===== src/rtl/aip_pkg.sv =====
// Shared types, constants and helpers for the ASCII integer parser.
// Used by every module of the block; no dependencies of its own.
package aip_pkg;

  localparam int CHAR_W    = 8;
  localparam int VAL_W     = 64;
  localparam int HALF_W    = 32;
  localparam int CNT_W     = 10;
  localparam int BASE_W    = 5;
  localparam int DIGIT_W   = 5;
  localparam int CFG_IDX_W = 2;
  localparam int OUT_W     = 80;
  localparam int QDEPTH    = 4;
  localparam int QPTR_W    = 2;
  localparam int QCNT_W    = 3;

  localparam logic [CNT_W-1:0] MAX_CHARS = 10'd1023;

  localparam logic [CFG_IDX_W-1:0] REG_NUMBER_BASE  = 2'd0;
  localparam logic [CFG_IDX_W-1:0] REG_ACCEPT_MINUS = 2'd1;
  localparam logic [CFG_IDX_W-1:0] REG_WIDE_RESULT  = 2'd2;

  localparam logic [BASE_W-1:0] BASE_GUESS = 5'd0;
  localparam logic [BASE_W-1:0] BASE_OCT   = 5'd8;
  localparam logic [BASE_W-1:0] BASE_DEC   = 5'd10;
  localparam logic [BASE_W-1:0] BASE_HEX   = 5'd16;

  localparam logic [CHAR_W-1:0] CH_MINUS = 8'h2D;
  localparam logic [CHAR_W-1:0] CH_ZERO  = 8'h30;
  localparam logic [CHAR_W-1:0] CH_NINE  = 8'h39;
  localparam logic [CHAR_W-1:0] CH_LA    = 8'h61;
  localparam logic [CHAR_W-1:0] CH_LF    = 8'h66;
  localparam logic [CHAR_W-1:0] CH_UA    = 8'h41;
  localparam logic [CHAR_W-1:0] CH_UF    = 8'h46;
  localparam logic [CHAR_W-1:0] CH_LX    = 8'h78;
  localparam logic [CHAR_W-1:0] CH_UX    = 8'h58;

  localparam logic [DIGIT_W-1:0] DIGIT_NONE = 5'd31;

  typedef struct packed {
    logic               start;
    logic               minus;
    logic               zero;
    logic               is_x;
    logic [DIGIT_W-1:0] digit;
  } chr_t;

  typedef struct packed {
    logic [BASE_W-1:0] number_base;
    logic              accept_minus;
    logic              wide_result;
  } cfg_t;

  typedef struct packed {
    logic [QCNT_W-1:0] count;
    logic              full;
    logic              empty;
  } qstat_t;

  function automatic logic [DIGIT_W-1:0] hex_value(input logic [CHAR_W-1:0] c);
    logic [DIGIT_W-1:0] v;
    v = DIGIT_NONE;
    if (c >= CH_ZERO && c <= CH_NINE) begin
      v = DIGIT_W'(c - CH_ZERO);
    end else if (c >= CH_LA && c <= CH_LF) begin
      v = DIGIT_W'(c - CH_LA + 8'd10);
    end else if (c >= CH_UA && c <= CH_UF) begin
      v = DIGIT_W'(c - CH_UA + 8'd10);
    end
    return v;
  endfunction

  function automatic logic [CNT_W-1:0] sat_inc(input logic [CNT_W-1:0] n);
    return (n < MAX_CHARS) ? CNT_W'(n + 1'b1) : n;
  endfunction

endpackage


===== src/rtl/ascii_integer_parser.sv =====
// Top level of the streaming ASCII integer parser.
// Instantiates aip_front, aip_queue and aip_back; depends on aip_pkg.
//
// Characters enter on the s_ stream, one per beat, with tuser high on the
// first character of each number. The configured base (8, 10, 16 or 0 to
// guess from a 0 or 0x prefix) applies from that character on; a leading
// minus may negate the value. Each number yields one beat on the m_ stream
// once the first character that is not a digit arrives; further characters
// give nothing until the next start. An unsupported base yields an all-ones
// beat with the error flag at once.
// Throughput is one character per cycle, set by the single shift-add step
// of the back stage, while the receiver does not stall. The terminating
// character is classified into the front register, queued, and then turned
// into a result beat in the result register.
// Registers are to be written on cfg_we only while no number is in progress;
// the user is bound to this, the block does not enforce it. wide_result is
// read as each result is formed. Reset restores base 10, minus allowed and
// 64-bit results, and empties the pipeline. When the receiver stalls, the
// result register holds, the four-entry queue fills and s_tready then drops.
module ascii_integer_parser (
  input  logic                         clk,
  input  logic                         rst,
  input  logic                         s_tvalid,
  output logic                         s_tready,
  input  logic [aip_pkg::CHAR_W-1:0]    s_tdata,  // char_code
  input  logic                         s_tuser,  // start_of_text
  output logic                         m_tvalid,
  input  logic                         m_tready,
  output logic [aip_pkg::OUT_W-1:0]     m_tdata,  // parsed_value[63:0], chars_consumed[73:64],
                                                 // bad_base[74], zero fill
  input  logic                         cfg_we,
  input  logic [aip_pkg::CFG_IDX_W-1:0] cfg_index,
  input  logic [aip_pkg::BASE_W-1:0]    cfg_data
);
  import aip_pkg::*;

  cfg_t   cfg;
  chr_t   fdata, qdata;
  qstat_t qs;
  logic   fvalid, push, pop;

  always_ff @(posedge clk) begin
    if (rst) begin
      cfg.number_base  <= BASE_DEC;
      cfg.accept_minus <= 1'b1;
      cfg.wide_result  <= 1'b1;
    end else if (cfg_we) begin
      unique case (cfg_index)
        REG_NUMBER_BASE:  cfg.number_base  <= cfg_data;
        REG_ACCEPT_MINUS: cfg.accept_minus <= cfg_data[0];
        REG_WIDE_RESULT:  cfg.wide_result  <= cfg_data[0];
        default: begin
        end
      endcase
    end
  end

  assign push = fvalid && !qs.full;

  aip_front u_front (
    .clk      (clk),
    .rst      (rst),
    .s_tvalid (s_tvalid),
    .s_tready (s_tready),
    .s_tdata  (s_tdata),
    .s_tuser  (s_tuser),
    .fvalid   (fvalid),
    .fdata    (fdata),
    .q_full   (qs.full)
  );

  aip_queue u_queue (
    .clk   (clk),
    .rst   (rst),
    .push  (push),
    .wdata (fdata),
    .pop   (pop),
    .rdata (qdata),
    .qs    (qs)
  );

  aip_back u_back (
    .clk      (clk),
    .rst      (rst),
    .cfg      (cfg),
    .q_valid  (!qs.empty),
    .d        (qdata),
    .pop      (pop),
    .m_tvalid (m_tvalid),
    .m_tready (m_tready),
    .m_tdata  (m_tdata)
  );

  a_queue_bound: assert property (@(posedge clk) disable iff (rst)
    qs.count <= QCNT_W'(QDEPTH))
    else $error("queue count beyond its depth");

  a_stall_cause: assert property (@(posedge clk) disable iff (rst)
    !s_tready |-> (fvalid && qs.full))
    else $error("input stalled while the queue has room");

  a_bad_result: assert property (@(posedge clk) disable iff (rst)
    (m_tvalid && m_tdata[74]) |-> (m_tdata[31:0] == '1 && m_tdata[73:64] == '0))
    else $error("error beat without all-ones value and zero count");

  a_pop_needs_item: assert property (@(posedge clk) disable iff (rst)
    pop |-> !qs.empty)
    else $error("back stage read an empty queue");

endmodule


===== src/rtl/aip_front.sv =====
// Front stage of the ASCII integer parser: accepts character beats and
// classifies each one into a compact record. Depends on aip_pkg.
module aip_front (
  input  logic                      clk,
  input  logic                      rst,
  input  logic                      s_tvalid,
  output logic                      s_tready,
  input  logic [aip_pkg::CHAR_W-1:0] s_tdata,  // char_code
  input  logic                      s_tuser,  // start_of_text
  output logic                      fvalid,
  output aip_pkg::chr_t             fdata,
  input  logic                      q_full
);
  import aip_pkg::*;

  logic advance;

  assign advance  = !fvalid || !q_full;
  assign s_tready = advance;

  always_ff @(posedge clk) begin
    if (rst) begin
      fvalid <= 1'b0;
    end else if (advance) begin
      fvalid <= s_tvalid;
    end
  end

  always_ff @(posedge clk) begin
    if (advance && s_tvalid) begin
      fdata.start <= s_tuser;
      fdata.minus <= (s_tdata == CH_MINUS);
      fdata.zero  <= (s_tdata == CH_ZERO);
      fdata.is_x  <= (s_tdata == CH_LX) || (s_tdata == CH_UX);
      fdata.digit <= hex_value(s_tdata);
    end
  end

endmodule


===== src/rtl/aip_queue.sv =====
// Short queue of classified characters between the front and back stages.
// Depends on aip_pkg.
module aip_queue (
  input  logic              clk,
  input  logic              rst,
  input  logic              push,
  input  aip_pkg::chr_t     wdata,
  input  logic              pop,
  output aip_pkg::chr_t     rdata,
  output aip_pkg::qstat_t   qs
);
  import aip_pkg::*;

  chr_t              mem [QDEPTH];
  logic [QPTR_W-1:0] wr_ptr;
  logic [QPTR_W-1:0] rd_ptr;
  logic [QCNT_W-1:0] count;

  assign rdata    = mem[rd_ptr];
  assign qs.count = count;
  assign qs.full  = (count == QCNT_W'(QDEPTH));
  assign qs.empty = (count == '0);

  always_ff @(posedge clk) begin
    if (push) begin
      mem[wr_ptr] <= wdata;
    end
  end

  always_ff @(posedge clk) begin
    if (rst) begin
      wr_ptr <= '0;
      rd_ptr <= '0;
      count  <= '0;
    end else begin
      if (push) begin
        wr_ptr <= wr_ptr + 1'b1;
      end
      if (pop) begin
        rd_ptr <= rd_ptr + 1'b1;
      end
      unique case ({push, pop})
        2'b10:   count <= count + 1'b1;
        2'b01:   count <= count - 1'b1;
        default: count <= count;
      endcase
    end
  end

endmodule


===== src/rtl/aip_back.sv =====
// Back stage of the ASCII integer parser: runs the parse state machine on
// classified characters and holds the result beat. Depends on aip_pkg.
module aip_back (
  input  logic                      clk,
  input  logic                      rst,
  input  aip_pkg::cfg_t             cfg,
  input  logic                      q_valid,
  input  aip_pkg::chr_t             d,
  output logic                      pop,
  output logic                      m_tvalid,
  input  logic                      m_tready,
  output logic [aip_pkg::OUT_W-1:0] m_tdata  // parsed_value, chars_consumed, bad_base
);
  import aip_pkg::*;

  typedef enum logic [2:0] {
    PH_IDLE, PH_FIRST, PH_ZERO_GUESS, PH_ZERO_HEX, PH_DIGITS, PH_X_WAIT
  } phase_t;

  phase_t             ph, ph_next;
  logic [BASE_W-1:0]  base, base_next;
  logic [VAL_W-1:0]   acc, acc_next;
  logic [CNT_W-1:0]   cnt, cnt_next;
  logic               neg, neg_next;

  logic               emit, bad, take, fc;
  logic [BASE_W-1:0]  tbase, fc_base;
  logic [CNT_W-1:0]   tcnt;
  logic [VAL_W-1:0]   acc_src, scaled, val, mask;
  logic               neg_src, base_ok;

  assign pop     = q_valid && (!m_tvalid || m_tready);
  assign base_ok = (cfg.number_base == BASE_GUESS) || (cfg.number_base == BASE_OCT) ||
                   (cfg.number_base == BASE_DEC) || (cfg.number_base == BASE_HEX);

  always_comb begin
    unique case (tbase)
      BASE_OCT: scaled = acc_src << 3;
      BASE_DEC: scaled = (acc_src << 3) + (acc_src << 1);
      BASE_HEX: scaled = acc_src << 4;
      default:  scaled = '0;
    endcase
  end

  always_comb begin
    ph_next   = ph;
    base_next = base;
    acc_next  = acc;
    cnt_next  = cnt;
    neg_next  = neg;
    emit      = 1'b0;
    bad       = 1'b0;
    take      = 1'b0;
    fc        = 1'b0;
    tbase     = base;
    fc_base   = base;
    tcnt      = cnt;
    acc_src   = acc;
    neg_src   = neg;
    if (pop) begin
      if (d.start) begin
        acc_next  = '0;
        cnt_next  = '0;
        neg_next  = 1'b0;
        base_next = cfg.number_base;
        acc_src   = '0;
        neg_src   = 1'b0;
        tcnt      = '0;
        if (!base_ok) begin
          emit = 1'b1;
          bad  = 1'b1;
        end else if (cfg.accept_minus && d.minus) begin
          neg_next = 1'b1;
          cnt_next = sat_inc('0);
          ph_next  = PH_FIRST;
        end else begin
          fc      = 1'b1;
          fc_base = cfg.number_base;
        end
      end else begin
        unique case (ph)
          PH_FIRST: begin
            fc = 1'b1;
          end
          PH_ZERO_GUESS: begin
            if (d.is_x) begin
              ph_next = PH_X_WAIT;
            end else begin
              base_next = BASE_OCT;
              tbase     = BASE_OCT;
              take      = 1'b1;
            end
          end
          PH_X_WAIT: begin
            if (d.digit < BASE_HEX) begin
              base_next = BASE_HEX;
              tbase     = BASE_HEX;
              tcnt      = sat_inc(cnt);
              take      = 1'b1;
            end else begin
              base_next = BASE_OCT;
              emit      = 1'b1;
            end
          end
          PH_ZERO_HEX: begin
            if (d.is_x) begin
              cnt_next = sat_inc(cnt);
              ph_next  = PH_DIGITS;
            end else begin
              take = 1'b1;
            end
          end
          PH_DIGITS: begin
            take = 1'b1;
          end
          default: begin
          end
        endcase
      end

      if (fc) begin
        if (fc_base == BASE_GUESS) begin
          if (d.zero) begin
            cnt_next = sat_inc(tcnt);
            ph_next  = PH_ZERO_GUESS;
          end else begin
            base_next = BASE_DEC;
            tbase     = BASE_DEC;
            take      = 1'b1;
          end
        end else if (fc_base == BASE_OCT && d.zero) begin
          cnt_next = sat_inc(tcnt);
          ph_next  = PH_DIGITS;
        end else if (fc_base == BASE_HEX && d.zero) begin
          cnt_next = sat_inc(tcnt);
          ph_next  = PH_ZERO_HEX;
        end else begin
          tbase = fc_base;
          take  = 1'b1;
        end
      end

      if (take) begin
        if (d.digit < tbase) begin
          acc_next = scaled + VAL_W'(d.digit);
          cnt_next = sat_inc(tcnt);
          ph_next  = PH_DIGITS;
        end else begin
          emit = 1'b1;
        end
      end

      if (emit) begin
        ph_next = PH_IDLE;
      end
    end
  end

  assign mask = cfg.wide_result ? {VAL_W{1'b1}} : VAL_W'({HALF_W{1'b1}});

  always_comb begin
    if (bad) begin
      val = mask;
    end else if (neg_src) begin
      val = (-acc_src) & mask;
    end else begin
      val = acc_src & mask;
    end
  end

  always_ff @(posedge clk) begin
    if (rst) begin
      ph       <= PH_IDLE;
      base     <= '0;
      acc      <= '0;
      cnt      <= '0;
      neg      <= 1'b0;
      m_tvalid <= 1'b0;
    end else begin
      ph   <= ph_next;
      base <= base_next;
      acc  <= acc_next;
      cnt  <= cnt_next;
      neg  <= neg_next;
      if (pop && emit) begin
        m_tvalid <= 1'b1;
      end else if (m_tready) begin
        m_tvalid <= 1'b0;
      end
    end
  end

  always_ff @(posedge clk) begin
    if (pop && emit) begin
      m_tdata <= {5'b0, bad, (bad ? {CNT_W{1'b0}} : tcnt), val};
    end
  end

endmodule


===== config.mk =====
export PLATFORM = sky130hd
export DESIGN_NAME = ascii_integer_parser
export DESIGN_NICKNAME = d
export VERILOG_FILES = /design/src/rtl/aip_pkg.sv /design/src/rtl/ascii_integer_parser.sv /design/src/rtl/aip_front.sv /design/src/rtl/aip_queue.sv /design/src/rtl/aip_back.sv
export SDC_FILE = /design/constraint.sdc
export NUM_CORES = 1
export LEC_CHECK = 0
export BUFFER_PORTS_ARGS = -buffer_cell sky130_fd_sc_hd__buf_2
export CAP_MARGIN = 5
export CELL_PAD_IN_SITES_DETAIL_PLACEMENT = 0
export CELL_PAD_IN_SITES_GLOBAL_PLACEMENT = 1
export CORE_MARGIN = 10
export CORE_UTILIZATION = 40
export DETAILED_ROUTE_END_ITERATION = 10
export PLACE_DENSITY_LB_ADDON = 0.1
export SLEW_MARGIN = 5
export SYNTH_ARGS = -nofsm -noshare
export SYNTH_HDL_FRONTEND = slang
export SYNTH_SLANG_ARGS = --single-unit

===== constraint.sdc =====
create_clock -name clk -period 10.4 [get_ports clk]
set_input_delay 0 -clock clk [delete_from_list [all_inputs] [get_ports clk]]
set_output_delay 0 -clock clk [all_outputs]
set_load 0.01 [all_outputs]

# ---- Word level (Yosys, flattened, before mapping)
# Memory sizes are Yosys's and may differ from the RTL's. A register that Yosys moved wholly into a read port is not among the register bits.
# Cells that the tools add are included.
dict set report classes {
  n_addsub 14
  order_cmp 10
  n_eq_ne 22
  muxes 101
  n_bitwise 2
  reduce_logical 31
}
# cell count
set op_table {}
lappend op_table {{two-way mux 64 bit} 7}
lappend op_table {{case mux 64 bit (3 select lines)} 1}
lappend op_table {{two-way mux 10 bit} 18}
lappend op_table {{AND 64 bit} 2}
lappend op_table {{two-way mux 5 bit} 22}
lappend op_table {{adder 64 x 5 -> 64 bit} 1}
lappend op_table {{adder 64 bit} 1}
lappend op_table {{negation 64 bit} 1}
lappend op_table {{two-way mux 3 bit} 13}
lappend op_table {{two-way mux 1 bit} 33}
lappend op_table {{== test 5 x 4 -> 1 bit, second input constant} 5}
lappend op_table {{adder 10 x 1 -> 10 bit, second input constant} 2}
lappend op_table {{< comparator 10 bit, second input constant} 2}
lappend op_table {{case mux 5 bit (2 select lines)} 2}
lappend op_table {{== test 8 x 6 -> 1 bit, second input constant} 2}
lappend op_table {{== test 8 x 7 -> 1 bit, second input constant} 2}
lappend op_table {{>= comparator 8 x 7 -> 1 bit, second input constant} 2}
lappend op_table {{less-or-equal comparator 8 x 7 -> 1 bit, second input constant} 2}
lappend op_table {{== test 5 bit, second input constant} 3}
lappend op_table {{case mux 3 bit (2 select lines)} 2}
lappend op_table {{adder 5 x 4 -> 5 bit, second input constant} 2}
lappend op_table {{logical AND 1 bit} 10}
lappend op_table {{logical NOT 5 bit} 2}
lappend op_table {{subtractor 5 x 1 -> 5 bit, second input constant} 2}
lappend op_table {{other kinds (22)} 41}
dict set report totals {
  ff_bits 183
  ram_bits 36
  in_bits 21
  out_inout_bits 82
  wordCells 201
  mem_count 1
}
# name words width rd rd_ports_with_merged_regs wr line_no
set memory_table {}
lappend memory_table {u_queue.mem 4 9 1 1 1 aip_queue.sv:14} ;# chr_t mem [QDEPTH];

# ---- Longest topological paths before layout
# Gate-level depths: netlist of the first run.
dict set report depth {
  word_depth 21
  mapped_depth 33
  ltp_nobuf 24
}

# ---- By module
# Synthesis of the first run repeated with hierarchy kept, for this count alone.
dict set report hier_totals {
  cells_unflattened 2283
  hier_area_um2 18640.4
}
# mod instances cells_per_inst area_per_inst_um2 seq_area_each_um2
set modules_own_cells {}
lappend modules_own_cells {aip_back 1 2108 16034.1 3933.8}
lappend modules_own_cells {aip_queue 1 94 1734.2 1261.2}
lappend modules_own_cells {aip_front 1 48 549.3 290.3}
lappend modules_own_cells {ascii_integer_parser 1 33 322.8 140.1}

# ---- Worst setup path after synthesis of the first run
# OpenSTA, ideal clock, no wires.
dict set report synth_timing {
  path_kind {register to register}
  from {reg with a tool-made name}
  to {reg u_back.acc[63]}
  setup_ps 128
  t_arrival_ps 7858
  t_required_ps 10272
  path_slack_ps 2414
  stages_incl_launch_ff 32
  path_buffers 9
  period_less_slack_ps 7986
  cell_sequence {dfxtp_1 buf_6 mux4_2 buf_6 clkbuf_1 nand2_1 clkbuf_1 clkbuf_1 clkbuf_1 clkbuf_1 clkbuf_1 clkbuf_1 nand2_1 inv_1 ha_1 fa_1 a211oi_1 o21ai_0 nand3_1 a2111oi_0 o21ai_0 o21ai_0 xnor2_1 o221ai_1 nand4_1 or2_2 or4_4 nor4b_4 nand2_2 or4_1 a32oi_1 nor2_1}
}
# item line_no
set synth_lines {}
lappend synth_lines {{end signal: assignment} aip_back.sv:182} ;# acc <= acc_next;
lappend synth_lines {{end: declaration} aip_back.sv:22} ;# logic [VAL_W-1:0] acc, acc_next;

# ---- Final worst setup path of the first run
dict set report layout_timing {
  from {reg u_queue.count[0]}
  to {reg u_back.acc[63]}
}
dict set report layout_between {
  elab_chain_cells 9
  elab_cells_between_ends 13
  cone_classes {add/sub: 2; eq/ne: 3; mux: 5; reduce/logical: 3}
}
# item line_no
set layout_rtl {}
lappend layout_rtl {{start: declaration} aip_queue.sv:17} ;# logic [QCNT_W-1:0] count;
lappend layout_rtl {{start signal: assignment} aip_queue.sv:43} ;# 2'b10: count <= count + 1'b1;
lappend layout_rtl {{start signal: assignment} aip_queue.sv:44} ;# 2'b01: count <= count - 1'b1;
lappend layout_rtl {{start signal: assignment} aip_queue.sv:45} ;# default: count <= count;
lappend layout_rtl {{logical NOT 3 bit (*)} aip_queue.sv:22} ;# assign qs.empty = (count == '0);
lappend layout_rtl {{logical NOT 1 bit (*)} ascii_integer_parser.sv:86} ;# .q_valid (!qs.empty),
lappend layout_rtl {{logical AND 1 bit (*)} aip_back.sv:32} ;# assign pop = q_valid && (!m_tvalid || m_tready);
lappend layout_rtl {{two-way mux 64 bit (*)} aip_back.sv:60} ;# if (pop) begin
lappend layout_rtl {{named net u_back.acc_src[0]} aip_back.sv:29} ;# logic [VAL_W-1:0] acc_src, scaled, val, mask;
lappend layout_rtl {{adder 64 bit} aip_back.sv:39} ;# BASE_DEC: scaled = (acc_src << 3) + (acc_src << 1);
lappend layout_rtl {{case mux 64 bit (3 select lines) (*)} aip_back.sv:37} ;# unique case (tbase)
lappend layout_rtl {{adder 64 x 5 -> 64 bit (*)} aip_back.sv:145} ;# acc_next = scaled + VAL_W'(d.digit);
lappend layout_rtl {{two-way mux 64 bit (*)} aip_back.sv:144} ;# if (d.digit < tbase) begin
lappend layout_rtl {{two-way mux 64 bit (*)} aip_back.sv:143} ;# if (take) begin
# The timed path passes the listed nets; every way through them passes the cells marked *.
# A chain may end at the register's enable or synchronous reset.

==> results.tsv, run 1 <==
metric	value	unit
status	complete, no violations	
ys_ff_latch	221	
arrival	9100	ps
hold_slack	20.2	ps
grt_max_degree	66	
path_buf_inv	2	
synth_common_cells	nand2_1 (233), nor2_1 (208), a21oi_1 (174)	
clk_pin_slew	60	ps
clockBufferDepth	3	
ys.flop_type	edfxtp_1	
die_area	53900	um^2
max_freq	0.115	GHz
final_area	20000	um^2
tightest_slew	1160	ps
synthCells	2209	
clk_latency	550	ps
overflow	0	
endpoint_kind	flip-flop	
ant_nets	0	
slowest_stage	a2111oi_0	
area_growth	11.1	%
drt_wl_total	63800	um
worstSetupPathType	reg -> reg	
num-fill-cells	4517	
cp_top_family	simple AND/OR/NAND/NOR gates	
async_reset_ff_share	0	%
maxUsedRoutingLayer	met4	
port_buffers	97	
drc	0	
synth_edf_count	120	
viasPerCell	6.04	
cts.sinks	221	
critical_path.max_stage_delay	870	ps
start_util	40.6	%
grt_usage	22.7	%
cp-start-kind	flip-flop	
die_w	232	um
gp_congestion	0.917	
p_per_area	206	nW/um^2
holdCritPathClass	in -> reg	
seq_area_frac_synth	31.3	%
yosysTopAreaCell	edfxtp_1	
ir_drop	0.153	mV
core_area	44300	um^2
cts_root_buf	clkbuf_16	
routed-wl-met3	3340	um
grt_pass1_wl	97200	um
synth_area_leaders	edfxtp_1 (20%), dfxtp_1 (11%), ha_1 (5.6%)	
cts_made_buffers	24	
cp_common_cell	o21ai_0	
m1WireLength	28400	um
slew_violations	0	
wl_per_cell	22.3	um
met2_length	30600	um
skew	24.2	ps
post-route-min-period	8700	ps
final_nets	2354	
cp.required	10800	ps
setup_viol	0	
drv_cap	0	
synth_most_common_cell	nand2_1	
die_h	232	um
syn-cell-area	18000	um^2
crit_chain	nor3_1 -> or2_2 -> inv_1 -> nand2_2 -> nand2_1 -> inv_1 -> ha_1 -> fa_1 -> a211oi_1 -> o21ai_0 -> nand3_1 -> a2111oi_0 -> o21ai_0 -> o21ai_0 -> xnor2_1 -> o221ai_1 -> nand4_1 -> or2_2 -> or4_4 -> nor4b_4 -> nand2_2 -> or4_1 -> a32oi_1 -> nor2_1	
dp_hpwl	47900	um
insertedDiodeCount	0	
fin_crit_sh	83.7	%
first_iter_violations	1514	
leakage	7.84	nW
yosysTopAreaCellShare	20.0	%
setup_tns	0	ps
crit_fanout	38	
hold_viol	0	
tritoncts	done	
cts_setup_buffers	0	
num_vias	17300	
drive_gt1_share	9.57	%
placed_area	18900	um^2
first_pass_iters	6	
io_pins	103	
synth.avg_cell_area	8.15	um^2
h-tree-depth	1	
grt_pass1_vias	16400	
yosysWarnings	0	
rsz0062_at_grt	no	
rows	77	
antenna_found_initial	0	
ys_types	95	
relSlewSlack	22.2	%
==> stage by stage <==
step           std cells  utilization [%]  power [mW]  setup slack (ps)
2_1_floorplan       2213                -        2.41              2410
3_3_place_gp        2793             42.7        3.13              1990
3_5_place_dp        2793             42.7        3.14              1820
4_1_cts             2859             45.1        4.11              1770
5_1_grt             2859             45.1        4.33               880
6_report            2859             45.1        4.11              1700
==> final timing paths <==
kind	from	to	slack (ps)	depth (start not counted)
setup / recovery	u_queue.count[0]	u_back.acc[63]	1700	24
hold / removal	cfg_index[0]	cfg[2]	20	5
setup reg to reg	u_queue.count[0]	u_back.acc[63]	1700	24
hold reg to reg	u_back.acc[55]	u_back.acc[55]	480	1
==> repair_timing <==
action	4_1_cts	5_1_grt
gates resized for setup	0	0
hold buffers	22	0
endpoints found under the hold margin	18	0
==> layout make-up <==
| type | instances | area [um^2] | area share, % |
|---|---|---|---|
| multi-input cells | 1773 | 11500 | 57.8 |
| flip-flops and latches | 221 | 5630 | 28.1 |
| repair buffers | 144 | 893 | 4.47 |
| well taps | 592 | 741 | 3.70 |
| clock buffers | 34 | 669 | 3.35 |
| inverters | 85 | 320 | 1.60 |
| clock inverters | 10 | 198 | 0.989 |
==> layout by cell type, fill, tap and decap left out, types with 25 or more instances in the layout <==
master,instances
xnor2_1,84
nor3_1,54
and3_1,25
o21a_1,26
a22o_1,43
ha_1,81
xor2_1,64
a22oi_1,41
inv_1,84
nand2_1,232
a21oi_1,174
a21o_1,41
buf_2,97
and2_1,51
buf_4,25
edfxtp_1,120
dfxtp_1,101
nor2_1,207
o21ai_0,121
clkbuf_16,25
a31oi_1,26
nand3_1,42
a211oi_1,26
==> power by group <==
part / internal, mW / total [mW] / switching, mW
Sequential: 1.12 / 1.23 / 0.112
Combinational: 0.498 / 1.93 / 1.43
Clock: 0.596 / 0.961 / 0.365
==> metal layers <==
metal / track usage, % / vias to the layer above
met3: 2.47 / 89
met1: 30.4 / 8402
li1: - / 8267
met5: 0 / -
met2: 38.5 / 509
met4: 5.15 / 0
==> worst register-to-register path: stages (launching register included) <==
cell       delay [ps]
dfxtp_1           340
nor3_1            240
or2_2             630
inv_1             170
nand2_2           580
nand2_1           320
inv_1             120
ha_1              200
fa_1              240
a211oi_1          110
o21ai_0           600
nand3_1           270
a2111oi_0         870
o21ai_0           410
o21ai_0           570
xnor2_1           140
o221ai_1          350
nand4_1           190
or2_2             330
or4_4             530
nor4b_4           420
nand2_2           160
or4_1             510
a32oi_1           210
nor2_1             50
==> registers in the layout (all words and copies together) (netlist names), 2 cells and up, named ones only <==
register        count
u_queue.mem        36
u_queue.rd_ptr      2
u_back.cnt         10
u_back.acc         64
u_front.fdata       9
u_queue.count       3
u_back.ph           3
u_queue.wr_ptr      2
u_back.base         5
cfg                 7
u_back.m_tdata     75
==> cells by family (layout without fill, tap and decap cells) <==
kind of cell / count (synthesis) / count (layout) / synth area share, %
AO/OA/AOI/OAI: 704 / 704 / 26.5
XOR/XNOR: 148 / 148 / 7.20
adder cells (fa/ha/maj): 84 / 84 / 5.97
buffers and inverters: 219 / 273 / 4.78
flip-flops: 221 / 221 / 31.3
multiplexers: 32 / 32 / 2.45
other: 1 / 5 / 0.0208
AND/OR/NAND/NOR: 800 / 800 / 21.8
No activity file was read; power rests on OpenSTA's default activity.
==> run 2, diff against run 1 <==
==> constraint.sdc (replaced) <==
create_clock -name clk -period 8.1 [get_ports clk]
set_input_delay 0 -clock clk [delete_from_list [all_inputs] [get_ports clk]]
set_output_delay 0 -clock clk [all_outputs]
set_load 0.01 [all_outputs]
==> results.tsv, run 2 (synthesis results as in run 1) <==
metric	value	unit
status	complete, no violations	
hold_viol	0	
grt_util_met1	30.6	%
first_pass_iters	5	
clk_latency	540	ps
p_total	5.34	mW
rows	77	
tightest_slew	1160	ps
cts_root_buf	clkbuf_16	
h-tree-depth	1	
antenna_found_initial	0	
p_sw_share	46.6	%
overflow	0	
fin_cells	2885	
largest_register_ffs	75	
cp-start-kind	flip-flop	
post-route-min-period	7390	ps
first_iter_violations	1481	
gp_congestion	0.912	
rsz0062_at_grt	no	
die_area	53900	um^2
cts_made_buffers	24	
final_nets	2380	
clk_pin_slew	70	ps
arrival	7780	ps
insertedDiodeCount	0	
tritoncts	done	
drc	0	
viasPerCell	5.99	
path_buf_inv	3	
setup_tns	0	ps
grt_max_degree	66	
cts_hold_buf	26	
max_freq	0.135	GHz
clockBufferDepth	3	
drt_wl_total	63400	um
crit_cells	24	
holdCritPathClass	in -> reg	
grt_pass1_wl	98200	um
cts_setup_buffers	0	
setup_viol	0	
start_util	40.6	%
grt_usage	22.8	%
slowest_stage	a211oi_1	
regMostFlops	u_back.m_tdata	
num_vias	17300	
critical_path.max_stage_delay	740	ps
endpoint_kind	flip-flop	
crit_fanout	28	
r2r_cells	24	
cts.sinks	221	
internal_power	2.85	mW
cp.required	8490	ps
use_met2	38.4	%
die_w	232	um
final_cell_mix	nand2_1 (232), nor2_1 (207), a21oi_1 (174), o21ai_0 (121), edfxtp_1 (120)	
drive_gt1_share	10.6	%
die_h	232	um
final_common_cell	nand2_1	
placed_cells	2815	
fin_crit_sh	91.2	%
cp_top_family	simple AND/OR/NAND/NOR gates	
slew_violations	0	
worstSetupPathType	reg -> reg	
leakage	7.95	nW
ctsResizeCount	0	
dp_hpwl	47700	um
port_buffers	97	
area_growth	12.2	%
crit_chain	buf_4 -> mux4_2 -> nand2_2 -> nand2_1 -> inv_1 -> ha_1 -> fa_1 -> a211oi_1 -> o21ai_0 -> buf_4 -> nand3_1 -> a211oi_1 -> nor2_1 -> xnor2_1 -> a32oi_1 -> a2111o_1 -> or2_0 -> or4_4 -> or4_4 -> nor4b_4 -> nand2_2 -> or4_1 -> a32oi_1 -> nor2_1	
switchingPower	2.49	mW
clock_power_share	22.5	%
p_per_area	264	nW/um^2
skew	17.6	ps
wl_per_cell	22.0	um
num-fill-cells	4426	
power_frac_comb	48.6	%
relSlewSlack	22.5	%
use_met3	2.24	%
top_regs	u_back.m_tdata: 75 flops, u_back.acc: 64 flops, u_queue.mem: 36 flops	
core_area	44300	um^2
ant_nets	0	
grt_pass1_vias	16600	
drv_cap	0	
hold-path-cell-count	3	
io_pins	103	
reg2reg_slack	710	ps
grt.busiest_layer	met2	
ir_drop	0.150	mV
sequentialPowerShare	28.9	%
## run 2: cell count changes in the layout (fill, tap and decap cells not counted), sizes merged
cell and change:
buf +22, bufinv -1, clkbuf -6, clkinv +4
clkinvlp +3, dlygate4sd3 +4
## run 2: layout make-up
| class | count | area, um^2 | share of cell area [%] |
|---|---|---|---|
| clock buffer | 28 | 637 | 3.16 |
| timing repair buffer | 170 | 1100 | 5.44 |
| tap | 592 | 741 | 3.67 |
| multi-input combinational | 1773 | 11500 | 57.2 |
| sequential | 221 | 5630 | 27.9 |
| clock inverter | 16 | 213 | 1.05 |
| inverter | 85 | 320 | 1.59 |
## run 2: power groups by stage
stage	Clock (mW)	Sequential [mW]	Combinational, mW
global route	1.27	1.56	2.77
finish	1.20	1.54	2.59
CTS	1.22	1.54	2.56
floorplan	0	1.58	1.51
global placement	0	1.57	2.53
detailed placement	0	1.56	2.54
## run 2: final timing paths
| kind | from | end |
|---|---|---|
| max reg2reg | flip-flop | u_back.acc[63] |
| min reg2reg | u_back.acc[55] | u_back.acc[55] |
| min | s_tdata[1] | u_front.fdata[1] |
| max | flip-flop | u_back.acc[63] |
## run 2: worst min-delay path: stages
cell	delay [ps]
buf_2	140
inv_1	120
a22oi_1	120
## run 2: per-layer routing
| metal | wire length, um | share of wire, % | vias up |
|---|---|---|---|
| met1 | 28500 | 45 | 8286 |
| met2 | 30100 | 47 | 575 |
| met5 | 0 | 0 | - |
| met3 | 3200 | 5.0 | 99 |
| met4 | 1550 | 2.4 | 0 |
| li1 | - | - | 8327 |
## run 2: stage by stage
| stage | instance area [um^2] | worst slack (ps) | utilization (%) | hold WS, ps |
|---|---|---|---|---|
| floorplan | 18000 | 114 | - | 98.9 |
| global placement | 19100 | 855 | 43.0 | 185 |
| detailed placement | 19100 | 833 | 43.0 | 178 |
| CTS | 20200 | 800 | 45.5 | 21.1 |
| global route | 20200 | 143 | 45.5 | 52.1 |
| finish | 20200 | 715 | 45.5 | 40.0 |
==> run 3, diff against run 2 <==
--- a/config.mk
+++ b/config.mk
@@ -12,7 +12,7 @@
 export CORE_MARGIN = 10
 export CORE_UTILIZATION = 40
 export DETAILED_ROUTE_END_ITERATION = 10
-export PLACE_DENSITY_LB_ADDON = 0.1
+export PLACE_DENSITY = 0.67
 export SLEW_MARGIN = 5
 export SYNTH_ARGS = -nofsm -noshare
 export SYNTH_HDL_FRONTEND = slang
==> constraint.sdc (replaced) <==
create_clock -name clk -period 7.87 [get_ports clk]
set_input_delay 0 -clock clk [delete_from_list [all_inputs] [get_ports clk]]
set_output_delay 0 -clock clk [all_outputs]
set_load 0.01 [all_outputs]
==> results.tsv, run 3 (synthesis results as in run 1) <==
metric	value	unit
status	complete, no violations	
crit_fanout	17	
worstSetupPathType	reg -> reg	
dp_hpwl	48800	um
ant_nets	0	
die_area	53900	um^2
grt_pass1_vias	16600	
viasPerCell	6.05	
slowest_stage	a2111oi_1	
num-fill-cells	4496	
h-tree-depth	1	
top_regs	u_back.m_tdata: 75 flops, u_back.acc: 64 flops, u_queue.mem: 36 flops	
endpoint_kind	flip-flop	
final_nets	2381	
final_cell_mix	nand2_1 (232), nor2_1 (207), a21oi_1 (174), o21ai_0 (120), edfxtp_1 (120)	
drc	0	
drive_gt1_share	10.9	%
cp-start-kind	flip-flop	
cts.sinks	221	
met2_length	30700	um
first_pass_iters	5	
tightest_slew	1330	ps
ir_drop	0.201	mV
clockBufferDepth	3	
final-seq-area	5630	um^2
grt_max_degree	66	
die_h	232	um
drv_cap	0	
cts_setup_buffers	0	
fin_crit_sh	93.2	%
regMostFlops	u_back.m_tdata	
maxUsedRoutingLayer	met4	
io_pins	103	
first_iter_violations	1483	
port_buffers	97	
gp_congestion	0.939	
setup_viol	0	
clk_latency	550	ps
relSlewSlack	8.81	%
hold_viol	0	
m1WireLength	29200	um
overflow	0	
rsz0062_at_grt	no	
crit_chain	nor3_1 -> or2_2 -> inv_1 -> nand2_2 -> buf_4 -> and2_1 -> ha_1 -> and3_1 -> and4_1 -> nand3_1 -> a2111oi_1 -> o21ai_0 -> o21ai_1 -> xnor2_1 -> o221ai_1 -> nand4_1 -> or2_2 -> or4_4 -> nor4b_4 -> nand2_2 -> or4_1 -> a32oi_1 -> nor2_1	
start_util	40.6	%
cts_root_buf	clkbuf_16	
leakage	7.93	nW
core_area	44300	um^2
antenna_found_initial	0	
ctsResizeCount	0	
slew_violations	0	
num_vias	17500	
final_util	45.4	%
wl_per_cell	22.3	um
grt_usage	23.0	%
arrival	7740	ps
insertedDiodeCount	0	
post-route-min-period	7340	ps
routed-wl-met3	2950	um
grt_pass1_wl	98800	um
die_w	232	um
drt_wl_total	64400	um
holdCritPathClass	in -> reg	
rows	77	
largest_register_ffs	75	
critical_path.max_stage_delay	830	ps
p_per_area	271	nW/um^2
cp.required	8270	ps
area_growth	11.8	%
tritoncts	done	
clk_pin_slew	60	ps
final_common_cell	nand2_1	
hold_slack	28.0	ps
cts_made_buffers	25	
skew	23.8	ps
max_freq	0.136	GHz
setup_tns	0	ps
multi_input_area	11600	um^2
## run 3: cell count changes in the layout (fill, tap and decap cells not counted), moves of 2 or more
cell           delta
dlygate4sd3_1     -5
buf_4             +5
clkbuf_16         +2
bufinv_16         -4
## run 3: through the flow
stage               instances  instance area (um^2)  setup slack, ps  power (mW)
floorplan                2213                 18000             16.1        3.18
global placement         2820                 19100              768        4.27
detailed placement       2820                 19100              705        4.27
CTS                      2886                 20100              672        5.43
global route             2886                 20100             66.5        5.74
finish                   2886                 20100              532        5.44
## run 3: worst paths after layout
path	slack, ps	from	depth (start not counted)	to
min	30	cfg_index[0]	5	cfg[2]
max	530	u_queue.count[2]	23	u_back.acc[63]
min reg2reg	490	u_back.acc[55]	1	u_back.acc[55]
max reg2reg	530	u_queue.count[2]	23	u_back.acc[63]
## run 3: routing by layer
metal | global-route usage, % | vias up
met3 | 2.24 | 90
met2 | 39.1 | 540
met5 | 0 | -
met1 | 30.5 | 8529
li1 | - | 8309
met4 | 5.98 | 0
## run 3: report_power, final
group	leakage, nW	internal, mW	total, mW	switching (mW)
combinational	5.64	0.732	2.71	1.98
clock	0.379	0.654	1.14	0.490
sequential	1.91	1.48	1.59	0.116
## run 3: layout make-up
cell class	instances	share of cell area (%)
sequential	221	28.0
multi-input combinational	1773	57.4
inverter	85	1.59
clock inverter	15	0.547
clock buffer	30	3.41
timing repair buffer	170	5.40
tap	592	3.68
## run 3: timing repair
item                                    CTS  global route
hold endpoints to repair                 18             0
endpoints found under the setup margin    0             0
hold buffers                             21             0
## run 3: worst max-delay path, delay by kind of cell, from the launching register on
kind,cells,cell delay (ps)
xor gates and xnor gates,1,130
buffers and inverters,2,400
adders and majority gates,1,450
AOI/OAI and AO/OA,5,2270
DFF,1,410
and+or+nand+nor,14,3520
